$ cat config.mk
export PLATFORM = sky130hd
export DESIGN_NAME = mlp_sig_ram
export DESIGN_NICKNAME = d
export VERILOG_FILES = /design/src/rtl/mlp_sigmoid_inference_defines.svh /design/src/rtl/mlp_sig_ram.sv
export SDC_FILE = /design/constraint.sdc
export NUM_CORES = 1
export LEC_CHECK = 0
export ABC_CLOCK_PERIOD_IN_PS = 2700
export BUFFER_PORTS_ARGS = -buffer_cell sky130_fd_sc_hd__buf_2
export CAP_MARGIN = 15
export CORE_UTILIZATION = 61
export DETAILED_ROUTE_END_ITERATION = 12
export PLACE_DENSITY = 0.86
export SKIP_CTS_REPAIR_TIMING = 1
export SKIP_LAST_GASP = 1
export SLEW_MARGIN = 5
export SYNTH_ARGS = -nofsm -noshare
export SYNTH_HDL_FRONTEND = slang
export SYNTH_SLANG_ARGS = --single-unit
export TNS_END_PERCENT = 100
$ cat constraint.sdc
create_clock -name clock -period 2.7 [get_ports clock]
set_clock_uncertainty 0.15 [all_clocks]
set_input_delay 0.27 -clock clock [delete_from_list [all_inputs] [get_ports clock]]
set_output_delay 0.27 -clock clock [all_outputs]
set_load 0.05 [all_outputs]
$ cat src/rtl/mlp_sigmoid_inference_defines.svh
// ----------------------------------------------------------------------------
// mlp_sigmoid_inference_defines
// Assertion macros used by the top RTL file of the sigmoid network engine.
// ----------------------------------------------------------------------------
`ifndef MLP_SIGMOID_INFERENCE_DEFINES_SVH
`define MLP_SIGMOID_INFERENCE_DEFINES_SVH

// Same-cycle implication, checked outside reset.
`define MLP_ASSERT_NOW(lbl, clk, rst, ante, cons, msg) \
   lbl: assert property (@(posedge clk) disable iff (rst) (ante) |-> (cons)) else $error(msg);

// Next-cycle implication, checked outside reset.
`define MLP_ASSERT_NEXT(lbl, clk, rst, ante, cons, msg) \
   lbl: assert property (@(posedge clk) disable iff (rst) (ante) |=> (cons)) else $error(msg);

`endif

$ cat src/rtl/mlp_sig_ram.sv
// ----------------------------------------------------------------------------
// mlp_sig_ram
// Generic simple dual-port RAM: one write port, one read port, registered read.
// ----------------------------------------------------------------------------
module mlp_sig_ram #(
   parameter int WIDTH = 16,
   parameter int DEPTH = 16,
   localparam int AW = (DEPTH > 1) ? $clog2(DEPTH) : 1
) (
   input  logic             clock,
   input  logic             wr_en,
   input  logic [AW-1:0]    wr_addr,
   input  logic [WIDTH-1:0] wr_data,
   input  logic [AW-1:0]    rd_addr,
   output logic [WIDTH-1:0] rd_data
);

   logic [WIDTH-1:0] mem_ff [DEPTH];
   logic [WIDTH-1:0] rd_data_ff;

   always_ff @(posedge clock) begin
      if (wr_en) begin
         mem_ff[wr_addr] <= wr_data;
      end
      rd_data_ff <= mem_ff[rd_addr];
   end

   assign rd_data = rd_data_ff;

endmodule

Word level (Yosys, flattened, before mapping)
Memories as Yosys holds them, arrays and structs flattened. A register that Yosys moved wholly into a read port is not among the register bits.
Cells that the tools add are included.
{"block": "totals", "regBits": 0, "ram_bits": 256, "out_inout_bits": 16, "elab_cells": 3, "mem_count": 1}
{"block": "op_classes", "muxes": 2}
{"memory": "mem_ff", "words": 16, "width": 16, "read_ports": 1, "rd_clocked_by_memory_dff": 1, "wr": 1, "line_no": "mlp_sig_ram.sv:18", "text": "logic [WIDTH-1:0] mem_ff [DEPTH];"}
{"op": "1-bit two-way mux", "count": 2}

Logic depth before layout (Yosys ltp)
{"block": "logic_depth", "ltp_word": 2, "depth_mapped": 5, "mapped_depth_nobuf": 3}

Least setup slack after synthesis
Ideal clock, no wire load.
{"block": "synth_path", "kind": "in2reg", "startpoint": "input port wr_addr[2]", "endpoint": "memory mem_ff[0][0], enable pin", "setup_time_ns": 0.409, "t_arrival_ns": 1.916, "required_time_ns": 2.141, "path_slack_ns": 0.225, "cell_stages": 2, "n_path_buf": 0, "cell_sequence": "or3b_2 > nor3_1"}
{"element": "start, declared", "line_no": "mlp_sig_ram.sv:12", "text": "input logic [AW-1:0] wr_addr,"}
{"element": "end, declared", "line_no": "mlp_sig_ram.sv:18"}
No word-level cell before the write port.

Final worst setup path
{"block": "layout_path", "startpoint": "input port wr_addr[2]", "endpoint": "memory mem_ff[0][2], enable pin"}
No word-level cell before the write port.

==> results.cfg <==
[sta]
hold_violations = 7
setup_ws_ns = 1.00
max_slew_margin_pct = 57.1
worst_pin_slew_ns = 0.642
slew_viol_final = 0
tns_ns = 0
holdWs_ns = -0.00171
grt_setup_unrepaired = no
finalSetupViolations = 0
layout_min_cycle_time_ns = 1.70
max_freq_ghz = 0.589
fin_crit_sh_pct = 62.9

[pwr]
powerDensity_nw_per_um2 = 732
p_sw_share_pct = 20.8
power.switching_mw = 1.76
pwr-share-seq_pct = 56.1
total_power_mw = 8.46
p_int_mw = 6.70
p_leak_nw = 3.82
irDropWorstVdd_v = 0.000534
p_clk_share_pct = 37.6
pwr-share-comb_pct = 6.3

[global_route]
grt_overflow = 0
grt.met2_usage_pct = 40.6
track_usage_pct = 25.9
antenna_found_initial = 0
grt_use_met1_pct = 37.3
grt_use_met3_pct = 4.47
grt_pass1_vias = 4883
busiest_layer = met2
grt_max_degree = 65
grt_pass1_wl_um = 30200

[setup_path]
critPathMaxFanout = 12
rr_startpoint = mem_ff[0][3]
path_class = input pin to register
start_kind = input pin
cp.required_ns = 2.75
crit_path_end_kind = register
crit_start = wr_addr[2]
reg2reg_slack_ns = 1.17
ff2ff_path_depth = 3
critical_path_arrival_ns = 1.75
reg2reg_to = rd_data[3]

[layout]
diodes = 0
nFillCells = 931
drive_above_1_share_pct = 32.6
final_area_um2 = 11600
area_growth_syn_to_layout_pct = 15.0
final_nets = 545

[clock_network]
clock-sinks = 272
numCtsBuffers = 25
cts-root-buf = clkbuf_16
cts_buffer_depth = 3
h-tree-depth = 1
cts.clk_slew.worst_paths_ns = 0.06
clock_latency_ns = 0.51
cts_tree = done

[floorplanning]
core_area_um2 = 16000
die_w_um = 130
dieArea_um2 = 17000
rows = 46
num_io_pins = 42
fp.dieH_um = 130
floorplan.initialDensity_pct = 62.8

[synth]
synthCells = 432
yosysMostFrequentCell = edfxtp_1
synth_top_cell_by_area = edfxtp_1
async_reset_ff_share_pct = 0
synth_top_area_share_pct = 76.5
synth_area_leaders = edfxtp_1 77%, mux4_2 12%, dfxtp_1 3.2%, mux4_1 2.6%, a22oi_1 2.4%
syn-num-nets = 458
avgSynthCellArea_um2 = 23.2
synth-edff-count = 256
synth-seq-cells = 272
ys_warn_count = 0
yosys.cell_types.count = 19
synth_area_um2 = 10000
yosysSeqAreaShare_pct = 79.7
synthTopCellsByCount = 256 x edfxtp_1, 54 x mux4_2, 32 x a22oi_1
ys.flop_type = edfxtp_1

[drt]
wl_per_cell_um = 27.6
via_per_inst = 6.48
dr.pass1.iters = 5
drc = 0
drtIter0Drc = 464
totalWireLength_um = 20800
dr_total_vias = 4883
ant_nets = 0

[min_path]
hold_depth = 1
hp-class = input pin to register
hold_start = wr_data[2]
hold_end = mem_ff[4][2]

[placed_design]
port_buffers = 41
dp_slack_ns = 0.493
placed_area_um2 = 10700
gp_congestion = 0.760
post-dp-hpwl_um = 11300

[run_status]
outcome = finished with violations
failed_checks = hold timing

[job]
maxCapViolCount = 0
==> cell families after synthesis <==
family	after synthesis	share of synthesized area [%]
buffers and inverters	21	1.23
AOI/OAI and AO/OA	32	2.39
and+or+nand+nor	43	1.92
muxes	64	14.7
DFF	272	79.7
==> metal layers <==
| metal | up-vias | routed length, µm |
|---|---|---|
| li1 | 2014 | - |
| met3 | 57 | 1830 |
| met2 | 295 | 10100 |
| met5 | - | 0 |
| met4 | 0 | 618 |
| met1 | 2517 | 8190 |
==> power groups by stage <==
stage | Sequential [mW] | Clock, mW | Combinational [mW]
global placement | 4.83 | 0 | 0.498
finish | 4.75 | 3.18 | 0.530
global route | 4.75 | 3.38 | 0.561
floorplan | 4.93 | 0 | 0.230
CTS | 4.75 | 3.23 | 0.519
detailed placement | 4.84 | 0 | 0.515
==> final cells by class <==
| type | instances | area, µm² | share of cell area (%) |
|---|---|---|---|
| timing repair buffer | 81 | 576 | 4.98 |
| sequential | 272 | 8010 | 69.3 |
| clock buffer | 29 | 641 | 5.54 |
| clock inverter | 16 | 97.6 | 0.845 |
| multi-input combinational | 139 | 1960 | 17.0 |
| tap | 216 | 270 | 2.34 |
==> state kept, by name, indices dropped and copies added, names as in the netlist <==
signal   flops
mem_ff     256
rd_data     16
==> critical path: stages <==
cell and delay [ns]:
buf_2 0.12, or3b_2 0.56, nor3_2 0.46, buf_4 0.33
==> cells in the final DEF (no fill, tap or decap) <==
master	instances
a22oi_1	32
and2_1	1
buf_12	3
buf_2	40
buf_4	26
bufinv_16	1
clkbuf_1	4
clkbuf_16	25
clkinv_1	6
clkinv_2	9
dfxtp_1	16
dlygate4sd3_1	12
edfxtp_1	256
mux4_1	10
mux4_2	54
nand2_1	17
nand2b_1	2
nand3_1	1
nand3b_1	2
nor2_1	1
nor2_2	12
nor2b_1	2
nor3_2	4
or3b_2	1
==> worst max path at each step <==
stage	to	slack, ns	depth (start not counted)
finish	mem_ff[0][2]	1.00	4
detailed placement	mem_ff[0][7]	0.49	4
global route	mem_ff[0][2]	0.95	4
floorplan	mem_ff[0][0]	0.22	2
global placement	mem_ff[0][10]	0.62	4
CTS	mem_ff[0][11]	1.02	4
==> per-stage QoR <==
stage,std cells,util [%],hold slack (ns)
final,753,72.2,-0.00171
after global routing,753,72.2,0.00717
after CTS,741,71.5,-0.0322
after detailed placement,696,66.8,0.506
after global placement,696,66.8,0.477
after floorplan,432,-,0.219
Note: power is estimated with default switching activity, not from simulation.
